$ cat src/hdl/bigram_frequency_table_unit_assert.svh
// assertion macros for the bigram frequency table
`ifndef BIGRAM_FREQUENCY_TABLE_UNIT_ASSERT_SVH
`define BIGRAM_FREQUENCY_TABLE_UNIT_ASSERT_SVH

// implication checked on every clock edge outside reset
`define BFT_ASSERT_IMPL(label, clk, rst_n, ante, cons) \
  label: assert property (@(posedge clk) disable iff (!rst_n) (ante) |-> (cons)) \
    else $error("bft check failed");

// implication whose consequent is checked in the cycle after the antecedent
`define BFT_ASSERT_NEXT(label, clk, rst_n, ante, cons) \
  label: assert property (@(posedge clk) disable iff (!rst_n) (ante) |=> (cons)) \
    else $error("bft check failed");

`endif

$ cat src/hdl/bft_pkg.sv
// package: types, codes and constants of the bigram frequency table
package bft_pkg;

  localparam int unsigned CAPACITY_DEF = 256;
  localparam logic [30:0] FREQ_MAX = 31'h7FFF_FFFF;

  typedef enum logic [1:0] {
    CMD_APPEND = 2'd0,
    CMD_SORT   = 2'd1,
    CMD_READ   = 2'd2,
    CMD_CLEAR  = 2'd3
  } cmd_t;

  typedef enum logic [1:0] {
    ST_OK       = 2'd0,
    ST_FULL     = 2'd1,
    ST_BAD_IDX  = 2'd2,
    ST_RESERVED = 2'd3
  } status_t;

  typedef struct packed {
    logic [1:0]  cmd;
    logic [7:0]  first_char;
    logic [7:0]  second_char;
    logic [30:0] frequency;
    logic [7:0]  index;
  } in_word_t;

  typedef struct packed {
    logic [1:0]  status;
    logic [7:0]  slot;
    logic [7:0]  out_first;
    logic [7:0]  out_second;
    logic [30:0] out_freq;
    logic [8:0]  entries_used;
  } out_word_t;

  typedef enum logic [3:0] {
    S_IDLE,
    S_SRCH_RD,
    S_SRCH_CMP,
    S_APP_WR,
    S_RD_WAIT,
    S_RD_DONE,
    S_SO_RDI,
    S_SO_WAITI,
    S_SO_RDJ,
    S_SO_CMP,
    S_SO_INS,
    S_RESULT
  } state_t;

  // controller to datapath
  typedef struct packed {
    logic capture;     // latch the input word
    logic scan_clr;    // scan pointer to zero
    logic scan_rd;     // read entry at scan pointer
    logic scan_step;   // advance scan pointer, note a match
    logic app_write;   // write update or new entry
    logic idx_rd;      // read entry at requested index
    logic so_init;     // sort: i to one
    logic so_rd_i;     // sort: read entry i into hold
    logic so_take_i;   // sort: latch hold, j = i
    logic so_rd_j;     // sort: read entry j-1
    logic so_shift;    // sort: move j-1 to j, j--
    logic so_ins;      // sort: write hold at j, i++
    logic do_clear;    // fill to zero
    logic res_load;    // build result word
    logic res_give;    // present result
  } ctl_t;

  // datapath to controller
  typedef struct packed {
    logic scan_last;   // scan pointer has reached fill
    logic idx_bad;     // requested index not below fill
    logic so_done;     // i has reached fill
    logic j_zero;      // j at zero
    logic moves;       // hold goes before entry j-1
    logic out_busy;    // result register holds an untaken word
  } sts_t;

endpackage

$ cat src/hdl/bft_ctrl.sv
// controller state machine of the bigram frequency table
module bft_ctrl (
  input  logic          clk,
  input  logic          rst_n,
  input  logic          in_valid,
  output logic          in_ready,
  input  bft_pkg::cmd_t cmd,
  input  bft_pkg::sts_t sts,
  output bft_pkg::ctl_t ctl
);

  bft_pkg::state_t state_r, state_nxt;
  logic            take;

  // a word is taken only once the result register is free
  assign take = in_valid && !sts.out_busy;

  always_ff @(posedge clk) begin
    if (!rst_n) begin
      state_r <= bft_pkg::S_IDLE;
    end else begin
      state_r <= state_nxt;
    end
  end

  // next state
  always_comb begin
    state_nxt = state_r;
    unique case (state_r)
      bft_pkg::S_IDLE: begin
        if (take) begin
          unique case (cmd)
            bft_pkg::CMD_APPEND: state_nxt = bft_pkg::S_SRCH_RD;
            bft_pkg::CMD_SORT:   state_nxt = bft_pkg::S_SO_RDI;
            bft_pkg::CMD_READ:   state_nxt = bft_pkg::S_RD_WAIT;
            default:             state_nxt = bft_pkg::S_RESULT;
          endcase
        end
      end
      bft_pkg::S_SRCH_RD: begin
        state_nxt = sts.scan_last ? bft_pkg::S_APP_WR : bft_pkg::S_SRCH_CMP;
      end
      bft_pkg::S_SRCH_CMP: state_nxt = bft_pkg::S_SRCH_RD;
      bft_pkg::S_APP_WR:   state_nxt = bft_pkg::S_RESULT;
      bft_pkg::S_RD_WAIT:  state_nxt = bft_pkg::S_RD_DONE;
      bft_pkg::S_RD_DONE:  state_nxt = bft_pkg::S_RESULT;
      bft_pkg::S_SO_RDI: begin
        state_nxt = sts.so_done ? bft_pkg::S_RESULT : bft_pkg::S_SO_WAITI;
      end
      bft_pkg::S_SO_WAITI: state_nxt = bft_pkg::S_SO_RDJ;
      bft_pkg::S_SO_RDJ: begin
        state_nxt = sts.j_zero ? bft_pkg::S_SO_INS : bft_pkg::S_SO_CMP;
      end
      bft_pkg::S_SO_CMP: begin
        state_nxt = sts.moves ? bft_pkg::S_SO_RDJ : bft_pkg::S_SO_INS;
      end
      bft_pkg::S_SO_INS: state_nxt = bft_pkg::S_SO_RDI;
      bft_pkg::S_RESULT: begin
        if (!sts.out_busy) begin
          state_nxt = bft_pkg::S_IDLE;
        end
      end
      default: state_nxt = bft_pkg::S_IDLE;
    endcase
  end

  // outputs
  always_comb begin
    ctl = '0;
    in_ready = 1'b0;
    unique case (state_r)
      bft_pkg::S_IDLE: begin
        in_ready = !sts.out_busy;
        if (take) begin
          ctl.capture  = 1'b1;
          ctl.scan_clr = (cmd == bft_pkg::CMD_APPEND);
          ctl.so_init  = (cmd == bft_pkg::CMD_SORT);
          if (cmd == bft_pkg::CMD_CLEAR) begin
            ctl.do_clear = 1'b1;
          end
        end
      end
      bft_pkg::S_SRCH_RD: begin
        if (!sts.scan_last) begin
          ctl.scan_rd = 1'b1;
        end
      end
      bft_pkg::S_SRCH_CMP: ctl.scan_step = 1'b1;
      bft_pkg::S_APP_WR:   ctl.app_write = 1'b1;
      bft_pkg::S_RD_WAIT:  ctl.idx_rd = 1'b1;
      bft_pkg::S_RD_DONE:  ;
      bft_pkg::S_SO_RDI: begin
        if (!sts.so_done) begin
          ctl.so_rd_i = 1'b1;
        end
      end
      bft_pkg::S_SO_WAITI: ctl.so_take_i = 1'b1;
      bft_pkg::S_SO_RDJ: begin
        if (!sts.j_zero) begin
          ctl.so_rd_j = 1'b1;
        end
      end
      bft_pkg::S_SO_CMP: begin
        if (sts.moves) begin
          ctl.so_shift = 1'b1;
        end
      end
      bft_pkg::S_SO_INS: ctl.so_ins = 1'b1;
      bft_pkg::S_RESULT: begin
        if (!sts.out_busy) begin
          ctl.res_give = 1'b1;
        end
      end
      default: ;
    endcase
    // result fields are built in the cycle before they are presented
    ctl.res_load = (state_r == bft_pkg::S_APP_WR) || (state_r == bft_pkg::S_RD_DONE) ||
                   (state_r == bft_pkg::S_SO_RDI && sts.so_done) ||
                   (state_r == bft_pkg::S_IDLE && take && cmd == bft_pkg::CMD_CLEAR);
  end

endmodule

$ cat config.mk
export PLATFORM = sky130hd
export DESIGN_NAME = bft_ctrl
export DESIGN_NICKNAME = d
export VERILOG_FILES = /design/src/hdl/bigram_frequency_table_unit_assert.svh /design/src/hdl/bft_pkg.sv /design/src/hdl/bft_ctrl.sv
export SDC_FILE = /design/constraint.sdc
export NUM_CORES = 1
export LEC_CHECK = 0
export ABC_AREA = 1
export BUFFER_PORTS_ARGS = -buffer_cell sky130_fd_sc_hd__buf_2
export CELL_PAD_IN_SITES_DETAIL_PLACEMENT = 1
export CELL_PAD_IN_SITES_GLOBAL_PLACEMENT = 1
export CORE_UTILIZATION = 29
export CTS_CLUSTER_SIZE = 40
export DETAILED_ROUTE_END_ITERATION = 6
export GPL_ROUTABILITY_DRIVEN = 0
export HOLD_SLACK_MARGIN = 0.12
export PLACE_DENSITY = 0.85
export SLEW_MARGIN = 0
export SYNTH_ARGS = -nofsm -noshare
export SYNTH_HDL_FRONTEND = slang
export SYNTH_SLANG_ARGS = --single-unit
$ cat constraint.sdc
create_clock -name clk -period 3.5 [get_ports clk]
set_input_delay 0.35 -clock clk [delete_from_list [all_inputs] [get_ports clk]]
set_output_delay 0.35 -clock clk [all_outputs]
set_load 0.02 [all_outputs]
==> results.md, run 1 <==
* Status: completed
* CP bufs+invs at 2
* Post-synth EDFFs at 0
* Initial antenna violation count at 0
* Most frequent cell after synthesis: nand2_1
* Detail-routed via count per cell at 4.43
* Area of the mapped netlist at 531 um^2
* Synth area leaders: nand2_1, inv_1, dfxtp_1
* Crit path time final at 1.87 ns
* Cts bufs inserted at 3
* Final clock skew at 0.00535 ns
* Syn Area/Cell at 5.36 um^2
* Post-cts gate resize count at 0
* DR iter-0 viols at 9
* Max_cap viols at 0
* Synth Area in Simple Gates at 48.8%
* Largest Register: state_r
* FF+latch count, synth at 4
* Fin area at 709 um^2
* DRC Markers at 0
* Largest regs: state_r (4)
* CP max FO at 8
* Total power at 0.467 mW
* Global route overflow at 0
* Crit end category: output pin
* Area fraction of the dominant cell type after synthesis at 17.0%
* Hold Crit Depth at 3
* Count of cell types in the netlist at 15
* Clk network pwr share at 13.0%
* PwrDens at 658 mW/mm^2
* Setup TNS at 0 ns
* CP top delay family: simple AND/OR/NAND/NOR gates
* Synth Area in Compound Gates at 8.96%
* Worst path cell trace: nor2_2, nand2_2, inv_1, nand2_1, o21ai_0, buf_2
* Sequential element share of the synthesized area at 15.1%
* Drt total wl at 1.64 mm
* Hold_buf cts at 0
* Drt wl/cell at 10.8 um
* CP Class: register to output pin
* Final #Nets at 144
* Hold path start: rst_n
* Yosys Warn Count at 0
* Largest family of logic cells by synthesized area: simple AND/OR/NAND/NOR gates
* Cells after synthesis at 99
* DPL Wire Length at 1.39 mm
* Post-route clock period utilization at 53.3%
* Maximum clock insertion buffer count at 2
* Full die area at 0.00200 mm^2
* Worst Reg-to-Reg Cells at 8
* Req. time, crit path at 3.15 ns
* Slew headroom at 80.7%
* Setup Buffers After CTS at 0
* Clock Latency Late Sink at 0.24 ns
* Via count at 674
* GRT Total Usage at 18.5%
* Largest register FFs at 4
* Number of clock sinks at 4
* Psw at 0.266 mW
* Fmax at 536 MHz
* H-tree depth at 1
* Clock transition at path regs at 0.04 ns
* Mux share of post-synthesis cell area at 0%
* Largest net degree at the start of global routing at 9
* Row count at 15
* VDD IR-drop max at 0.247 mV
* Slew @ Worst Pin at 0.289 ns
* RSZ-0062 raised after global routing: false
* Setup violations, final at 0
* Worst Hold End: state_r[2]
* Crit path DAT at 1.52 ns
* HP Class: input port to register
* DRT Pass-1 Iters at 3
* Die X at 44.8 um
* I/O pin count at 27
* Fin. max-slew vios at 0
* Port Buffers at 25
* CTS Root Cell: clkbuf_4
* Gate power share at 67.3%
* Syn Nets at 114
* Final hold violations at 0
* Critical path's slowest cell: dfxtp_1
* Adder-Cell Fraction of Synth Area at 9.43%
* Reg power frac at 19.6%
* Critical R2R Capture: state_r[1]
* Final ANT Viol Nets at 0
* R2R Setup Slk at 2.14 ns
* Commonest cells in the netlist: nand2_1, inv_1, nor2_1
* N_diodes at 0
* Main synth FF type: dfxtp_1
* Layout cells sized above 1 at 29.1%
* Hold slack at 0.372 ns
* Cell taking the most area after synthesis: nand2_1
* Crit-path max cell delay at 0.37 ns
* First-pass GRT wire length at 2.71 mm
* CTS tree: yes
* Area growth from synthesis to final layout at 33.7%
* P_int at 0.201 mW
* Post-synthesis xor/xnor area fraction at 0%
* Share of flip-flops with an asynchronous set or reset at 0%
* Vias in the first global route at 654
* Placed cell areas at 687 um^2
* Worst r2r src: state_r[0]
* Sw Ratio at 57.0%
* # fillers at 273
* Area of the core at 0.00173 mm^2
* Leakage at 0.474 nW
* Starting density of the core at 30.7%
* Die Height at 44.8 um
* CP startpoint kind: register
-- cells in the final DEF (no fill, tap or decap), drive strengths merged --
master,Yosys,routed
nor4,1,1
o21ai,4,4
clkbuf,0,3
nand3,7,7
nand2,26,26
nor2,22,22
ha,4,4
a21oi,4,4
buf,0,25
inv,25,25
dfxtp,4,4
nor3,1,1
o211ai,1,1
-- power by group through the flow --
stage / logic [mW] / clock network, mW / registers [mW]
floorplan: 0.233 / 0 / 0.0862
global placement: 0.305 / 0 / 0.0907
detailed placement: 0.317 / 0 / 0.0920
CTS: 0.321 / 0.0619 / 0.0919
global route: 0.358 / 0.0647 / 0.0949
finish: 0.314 / 0.0608 / 0.0917
-- routing by layer --
metal  part of all wire (%)  track usage [%]  up-vias
met5                      0                0        -
met4                      0             3.64        0
met3                    4.9             3.60        0
met2                     53             35.0       22
met1                     42             21.5      302
li1                       -                -      350
-- tightest hold or removal path: stages --
cell and delay, ns:
buf_2 0.07, inv_1 0.06, nor2_1 0.09
-- cells by family after synthesis --
| family | Yosys count |
|---|---|
| flip-flops | 4 |
| buffers and inverters | 25 |
| AO/OA/AOI/OAI | 9 |
| AND/OR/NAND/NOR | 57 |
| adder cells (fa/ha/maj) | 4 |
-- how the worst max path moves through the flow --
stage | start | endpoint | slack, ns | depth (start not counted)
2_1_floorplan | state_r[1] | ctl[1] | 1.88 | 5
3_3_place_gp | state_r[1] | ctl[1] | 1.94 | 6
3_5_place_dp | state_r[1] | ctl[1] | 1.87 | 6
4_1_cts | state_r[1] | ctl[1] | 1.60 | 6
5_1_grt | state_r[1] | ctl[1] | 1.44 | 6
6_report | state_r[1] | ctl[1] | 1.63 | 6
-- cell type report --
| class | count | area [um^2] | share of cell area, % |
|---|---|---|---|
| timing repair buffer | 25 | 125 | 17.6 |
| inverter | 25 | 93.8 | 13.2 |
| multi-input combinational | 70 | 357 | 50.3 |
| clock buffer | 3 | 22.5 | 3.17 |
| tap | 25 | 31.3 | 4.41 |
| sequential | 4 | 80.1 | 11.3 |
-- through the flow --
stage | worst slack (ns) | utilization, % | std cells
global route | 1.44 | 41.1 | 152
global placement | 1.94 | 39.8 | 149
finish | 1.63 | 41.1 | 152
detailed placement | 1.87 | 39.8 | 149
CTS | 1.60 | 41.1 | 152
floorplan | 1.88 | - | 99
Power figures use the tool's default switching activity.
==> run 2: changes to the inputs <==
--- a/config.mk
+++ b/config.mk
@@ -9,12 +9,12 @@
 export BUFFER_PORTS_ARGS = -buffer_cell sky130_fd_sc_hd__buf_2
 export CELL_PAD_IN_SITES_DETAIL_PLACEMENT = 1
 export CELL_PAD_IN_SITES_GLOBAL_PLACEMENT = 1
-export CORE_UTILIZATION = 29
+export CORE_UTILIZATION = 27
 export CTS_CLUSTER_SIZE = 40
 export DETAILED_ROUTE_END_ITERATION = 6
 export GPL_ROUTABILITY_DRIVEN = 0
 export HOLD_SLACK_MARGIN = 0.12
-export PLACE_DENSITY = 0.85
+export PLACE_DENSITY = 0.8
 export SLEW_MARGIN = 0
 export SYNTH_ARGS = -nofsm -noshare
 export SYNTH_HDL_FRONTEND = slang
==> constraint.sdc (replaced) <==
create_clock -name clk -period 1.9 [get_ports clk]
set_input_delay 0.19 -clock clk [delete_from_list [all_inputs] [get_ports clk]]
set_output_delay 0.19 -clock clk [all_outputs]
set_load 0.02 [all_outputs]
==> results.md, run 2 (synthesized netlist as in run 1, its figures left out) <==
* Area growth from synthesis to final layout at 33.7% (unchanged)
* H-tree depth at 1 (unchanged)
* CTS tree: yes
* Final hold violations at 0 (unchanged)
* I/O pin count at 27 (unchanged)
* GRT Total Usage at 16.1% (-2.4 points)
* Post-cts gate resize count at 0 (unchanged)
* Fmax at 586 MHz
* Die X at 46.3 um (+3.5%)
* Worst Hold End: state_r[2]
* Starting density of the core at 29.8% (-0.97 points)
* CP Class: register to output pin
* Layout Cells excl Fill at 152 (unchanged)
* Final #Nets at 144 (unchanged)
* Crit-path max cell delay at 0.36 ns (about the same)
* Req. time, crit path at 1.71 ns (-1.44 ns)
* Vias in the first global route at 640 (-2.1%)
* DR iter-0 viols at 6 (-3)
* Initial antenna violation count at 0 (unchanged)
* Number of clock sinks at 4 (unchanged)
* Hold_buf cts at 0 (unchanged)
* Worst path cell trace: nor2_2, nand2_2, inv_1, nand2_1, o21ai_0, buf_2
* Dpl ws at 0.408 ns (-1.46 ns)
* Critical path's slowest cell: dfxtp_1
* Slew @ Worst Pin at 0.265 ns (-0.0236 ns)
* Status: completed
* Global route overflow at 0 (unchanged)
* Area of the core at 0.00178 mm^2 (+3.3%)
* Hold path start: rst_n
* Cts bufs inserted at 3 (unchanged)
* DPL Wire Length at 1.31 mm (-5.8%)
* Final worst slack at 0.195 ns (-1.44 ns)
* Crit path DAT at 1.52 ns (about the same)
* HP Class: input port to register
* Final clock skew at 0.000697 ns (-0.00466 ns)
* N_diodes at 0 (unchanged)
* Drt total wl at 1.49 mm (-9.2%)
* Port Buffers at 25 (unchanged)
* Hold Crit Depth at 3 (unchanged)
* Largest register FFs at 4 (unchanged)
* Reg power frac at 19.7% (about the same)
* Detail-routed via count per cell at 4.47 (+0.89%)
* Largest Register: state_r
* Commonest non-fill, non-tap cell in the layout: buf_2
* RSZ-0062 raised after global routing: false
* Row count at 15 (unchanged)
* Worst r2r src: state_r[3]
* Largest net degree at the start of global routing at 9 (unchanged)
* Final ANT Viol Nets at 0 (unchanged)
* Clock Latency Late Sink at 0.23 ns (about the same)
* Maximum clock insertion buffer count at 2 (unchanged)
* Slew headroom at 82.2% (+1.6 points)
* Layout cells sized above 1 at 29.1% (unchanged)
* Max_cap viols at 0 (unchanged)
* CP max FO at 8 (unchanged)
* R2R Setup Slk at 0.59 ns (-1.55 ns)
* Die Height at 46.3 um (+3.5%)
* DRT Pass-1 Iters at 4 (+1)
* Crit end category: output pin
* Crit path time final at 1.71 ns
* Setup TNS at 0 ns (unchanged)
* Fin. max-slew vios at 0 (unchanged)
* Gate power share at 67.8% (+0.5 points)
* P_int at 0.369 mW (+84%)
* Full die area at 0.00215 mm^2 (+7.1%)
* Worst Reg-to-Reg Cells at 7 (-1)
* Leakage at 0.474 nW (unchanged)
* Sw Ratio at 56.1% (-0.88 points)
* CP startpoint kind: register
* Drt wl/cell at 9.78 um (-9.2%)
* First-pass GRT wire length at 2.50 mm (-7.6%)
* Clk network pwr share at 12.5% (-0.5 points)
* Largest regs: state_r (4)
* DRC Markers at 0 (unchanged)
* PwrDens at 1190 mW/mm^2 (+80%)
* Setup Buffers After CTS at 0 (unchanged)
* Clock transition at path regs at 0.04 ns (about the same)
* Critical R2R Capture: state_r[2]
* Most frequent cells in the layout: buf_2, nand2_1, inv_1
* VDD IR-drop max at 0.548 mV (+120%)
* Post-route clock period utilization at 89.7%
* Total power at 0.842 mW (+80%)
* Psw at 0.473 mW (+78%)
* Via count at 680 (+0.89%)
* Setup violations, final at 0 (unchanged)
* Cells after DPL at 149 (unchanged)
* CTS Root Cell: clkbuf_4
[run 2: per-stage QoR]
| step | utilization, % | hold slack (ns) | cell area [um^2] |
|---|---|---|---|
| 6_report | 39.8 | 0.217 | 709 |
| 5_1_grt | 39.8 | 0.245 | 709 |
| 2_1_floorplan | - | 0.352 | 531 |
| 4_1_cts | 39.8 | 0.212 | 709 |
| 3_3_place_gp | 38.5 | 0.449 | 687 |
| 3_5_place_dp | 38.5 | 0.456 | 687 |
[run 2: layout make-up]
type | count | area, um^2
repair buffers | 25 | 125
fillers | 263 | 1070
well taps | 25 | 31.3
clock buffers | 3 | 22.5
inverters | 25 | 93.8
flip-flops and latches | 4 | 80.1
multi-input cells | 70 | 357
[run 2: worst max path at each step]
| stage | startpoint | to | depth (start not counted) |
|---|---|---|---|
| floorplan | state_r[1] | ctl[1] | 5 |
| global placement | state_r[1] | ctl[1] | 6 |
| detailed placement | state_r[1] | ctl[1] | 6 |
| CTS | state_r[1] | ctl[1] | 6 |
| global route | state_r[1] | ctl[1] | 6 |
| finish | state_r[1] | ctl[1] | 6 |
[run 2: power by group through the flow]
stage	registers [mW]	logic, mW	clock network, mW
after detailed placement	0.169	0.583	0
after global placement	0.167	0.566	0
final	0.166	0.571	0.105
after CTS	0.167	0.585	0.110
after global routing	0.173	0.643	0.122
after floorplan	0.159	0.429	0
[run 2: routing by layer]
| layer | up-vias | routed length [um] | GRT usage [%] |
|---|---|---|---|
| li1 | 353 | - | - |
| met1 | 302 | 646 | 18.1 |
| met2 | 25 | 752 | 29.7 |
| met3 | 0 | 87 | 6.27 |
| met4 | 0 | 0 | 0 |
| met5 | - | 0 | 0 |
[run 2: critical path: cells and delay by family (launching register included)]
family / cells / cell delay [ns]
AND/OR/NAND/NOR: 3 / 0.47
flip-flops: 1 / 0.36
buffers and inverters: 2 / 0.27
AO/OA/AOI/OAI: 1 / 0.17
==> run 3: changes to the inputs <==
--- a/config.mk
+++ b/config.mk
@@ -6,15 +6,16 @@
 export NUM_CORES = 1
 export LEC_CHECK = 0
 export ABC_AREA = 1
-export BUFFER_PORTS_ARGS = -buffer_cell sky130_fd_sc_hd__buf_2
+export BUFFER_PORTS_ARGS = -buffer_cell sky130_fd_sc_hd__buf_4
 export CELL_PAD_IN_SITES_DETAIL_PLACEMENT = 1
 export CELL_PAD_IN_SITES_GLOBAL_PLACEMENT = 1
-export CORE_UTILIZATION = 27
+export CORE_MARGIN = 2
+export CORE_UTILIZATION = 29
 export CTS_CLUSTER_SIZE = 40
 export DETAILED_ROUTE_END_ITERATION = 6
 export GPL_ROUTABILITY_DRIVEN = 0
 export HOLD_SLACK_MARGIN = 0.12
-export PLACE_DENSITY = 0.8
+export PLACE_DENSITY = 0.85
 export SLEW_MARGIN = 0
 export SYNTH_ARGS = -nofsm -noshare
 export SYNTH_HDL_FRONTEND = slang
==> constraint.sdc (replaced) <==
create_clock -name clk -period 2.1 [get_ports clk]
set_input_delay 0.21 -clock clk [delete_from_list [all_inputs] [get_ports clk]]
set_output_delay 0.21 -clock clk [all_outputs]
set_load 0.02 [all_outputs]
==> results.md, run 3 (synthesized netlist as in run 1, its figures left out) <==
* Status: completed
* CP bufs+invs at 2 (unchanged)
* DPL Wire Length at 1.43 mm (+9.1%)
* RSZ-0062 raised after global routing: false
* Critical path's slowest cell: dfxtp_1
* Port Buffers at 25 (unchanged)
* DR iter-0 viols at 3 (-3)
* CTS Root Cell: clkbuf_4
* CP max FO at 8 (unchanged)
* Cells after DPL at 149 (unchanged)
* Crit path time final at 1.71 ns
* Area growth from synthesis to final layout at 45.5%
* Final worst slack at 0.390 ns (+0.195 ns)
* VDD IR-drop max at 0.409 mV (-25%)
* Crit end category: output pin
* Largest regs: state_r (4)
* DRC Markers at 0 (unchanged)
* Layout Cells excl Fill at 152 (unchanged)
* Slew headroom at 80.8% (-1.4 points)
* Cts bufs inserted at 3 (unchanged)
* Largest net degree at the start of global routing at 9 (unchanged)
* Layout cells sized above 1 at 29.1% (unchanged)
* CP top delay family: simple AND/OR/NAND/NOR gates
* Number of clock sinks at 4 (unchanged)
* Initial antenna violation count at 0 (unchanged)
* N_diodes at 0 (unchanged)
* DRT Pass-1 Iters at 4 (unchanged)
* First-pass GRT wire length at 2.62 mm (+4.7%)
* Clock transition at path regs at 0.04 ns (about the same)
* Final clock skew at 0.000475 ns (-0.000222 ns)
* Drt wl/cell at 10.7 um (+9.1%)
* Area of the core at 0.00173 mm^2 (-3.2%)
* Crit-path max cell delay at 0.36 ns (about the same)
* Clock Latency Late Sink at 0.24 ns (about the same)
* Max_cap viols at 0 (unchanged)
* Vias in the first global route at 649 (+1.4%)
* Most frequent cells in the layout: buf_4, nand2_1, inv_1
* Final #Nets at 144 (unchanged)
* Setup Buffers After CTS at 0 (unchanged)
* Setup TNS at 0 ns (unchanged)
* CP Class: register to output pin
* Fmax at 585 MHz
* H-tree depth at 1 (unchanged)
* # fillers at 255 (-3.0%)
* Fin. max-slew vios at 0 (unchanged)
* PwrDens at 1040 mW/mm^2 (-12%)
* HP Class: input port to register
* Final ANT Viol Nets at 0 (unchanged)
* Full die area at 0.00219 mm^2 (+1.9%)
* CP startpoint kind: register
* Worst path cell trace: nor2_2, nand2_2, inv_1, nand2_1, o21ai_0, buf_4
* Crit path DAT at 1.50 ns (-0.02 ns)
* Post-cts gate resize count at 0 (unchanged)
* Via count at 680 (unchanged)
* Dpl ws at 0.646 ns (+0.237 ns)
* Total power at 0.806 mW (-4.3%)
* Post-route clock period utilization at 81.4%
* CTS tree: yes
* Detail-routed via count per cell at 4.47 (unchanged)
* I/O pin count at 27 (unchanged)
* Die Height at 46.8 um (+0.96%)
* Reg area at 80.1 um^2 (unchanged)
* Largest register FFs at 4 (unchanged)
* Footprint of the multi-input gates at 357 um^2 (unchanged)
* Leakage at 0.482 nW (+1.6%)
* Setup violations, final at 0 (unchanged)
* Die X at 46.8 um (+0.96%)
* Row count at 15 (unchanged)
* Maximum clock insertion buffer count at 2 (unchanged)
* Global route overflow at 0 (unchanged)
* Commonest non-fill, non-tap cell in the layout: buf_4
* GRT Total Usage at 16.8% (+0.74 points)
* Starting density of the core at 30.7% (+0.97 points)
* Final hold violations at 0 (unchanged)
* Hold_buf cts at 0 (unchanged)
* Drt total wl at 1.62 mm (+9.1%)
* Hold slack at 0.255 ns (+0.0385 ns)
* Slew @ Worst Pin at 0.287 ns (+0.0216 ns)
* Largest Register: state_r
* Req. time, crit path at 1.89 ns (+0.18 ns)
run 3: cell counts in the layout (fill, tap and decap cells not counted):
Identical to the previous run, type by type.
run 3: final cells by class:
type	count	area share, %
Clock buffer	3	2.92
Sequential cell	4	10.4
Inverter	25	12.2
Timing Repair Buffer	25	24.3
Multi-Input combinational cell	70	46.2
Tap cell	25	4.05
run 3: through the flow:
step	instance area (um^2)	util (%)
6_report	772	44.7
5_1_grt	772	44.7
4_1_cts	772	44.7
3_5_place_dp	749	43.4
3_3_place_gp	749	43.4
2_1_floorplan	531	-
run 3: worst paths after layout:
kind | startpoint | endpoint | slack [ns] | depth (start not counted)
worst max-delay path | state_r[1] | ctl[1] | 0.39 | 6
worst min-delay path | rst_n | state_r[3] | 0.26 | 3
worst max register to register | state_r[1] | state_r[2] | 0.80 | 6
worst min register to register | state_r[0] | state_r[3] | 0.78 | 4
run 3: report_power, final:
part	leakage [nW]	total, mW	internal (mW)	switching (mW)
Combinational	0.435	0.560	0.198	0.362
Sequential	0.0327	0.150	0.103	0.0466
Clock	0.0138	0.0963	0.0640	0.0323
run 3: worst min-delay path, delay by kind of cell:
family | cells | cell delay (ns)
AO/OA/AOI/OAI | 1 | 0.11
buffers and inverters | 2 | 0.14
run 3: per-layer routing:
metal	routed length, um	track usage (%)
met4	27	6.11
met5	0	0
met2	846	32.1
met1	656	18.9
met3	92	1.92
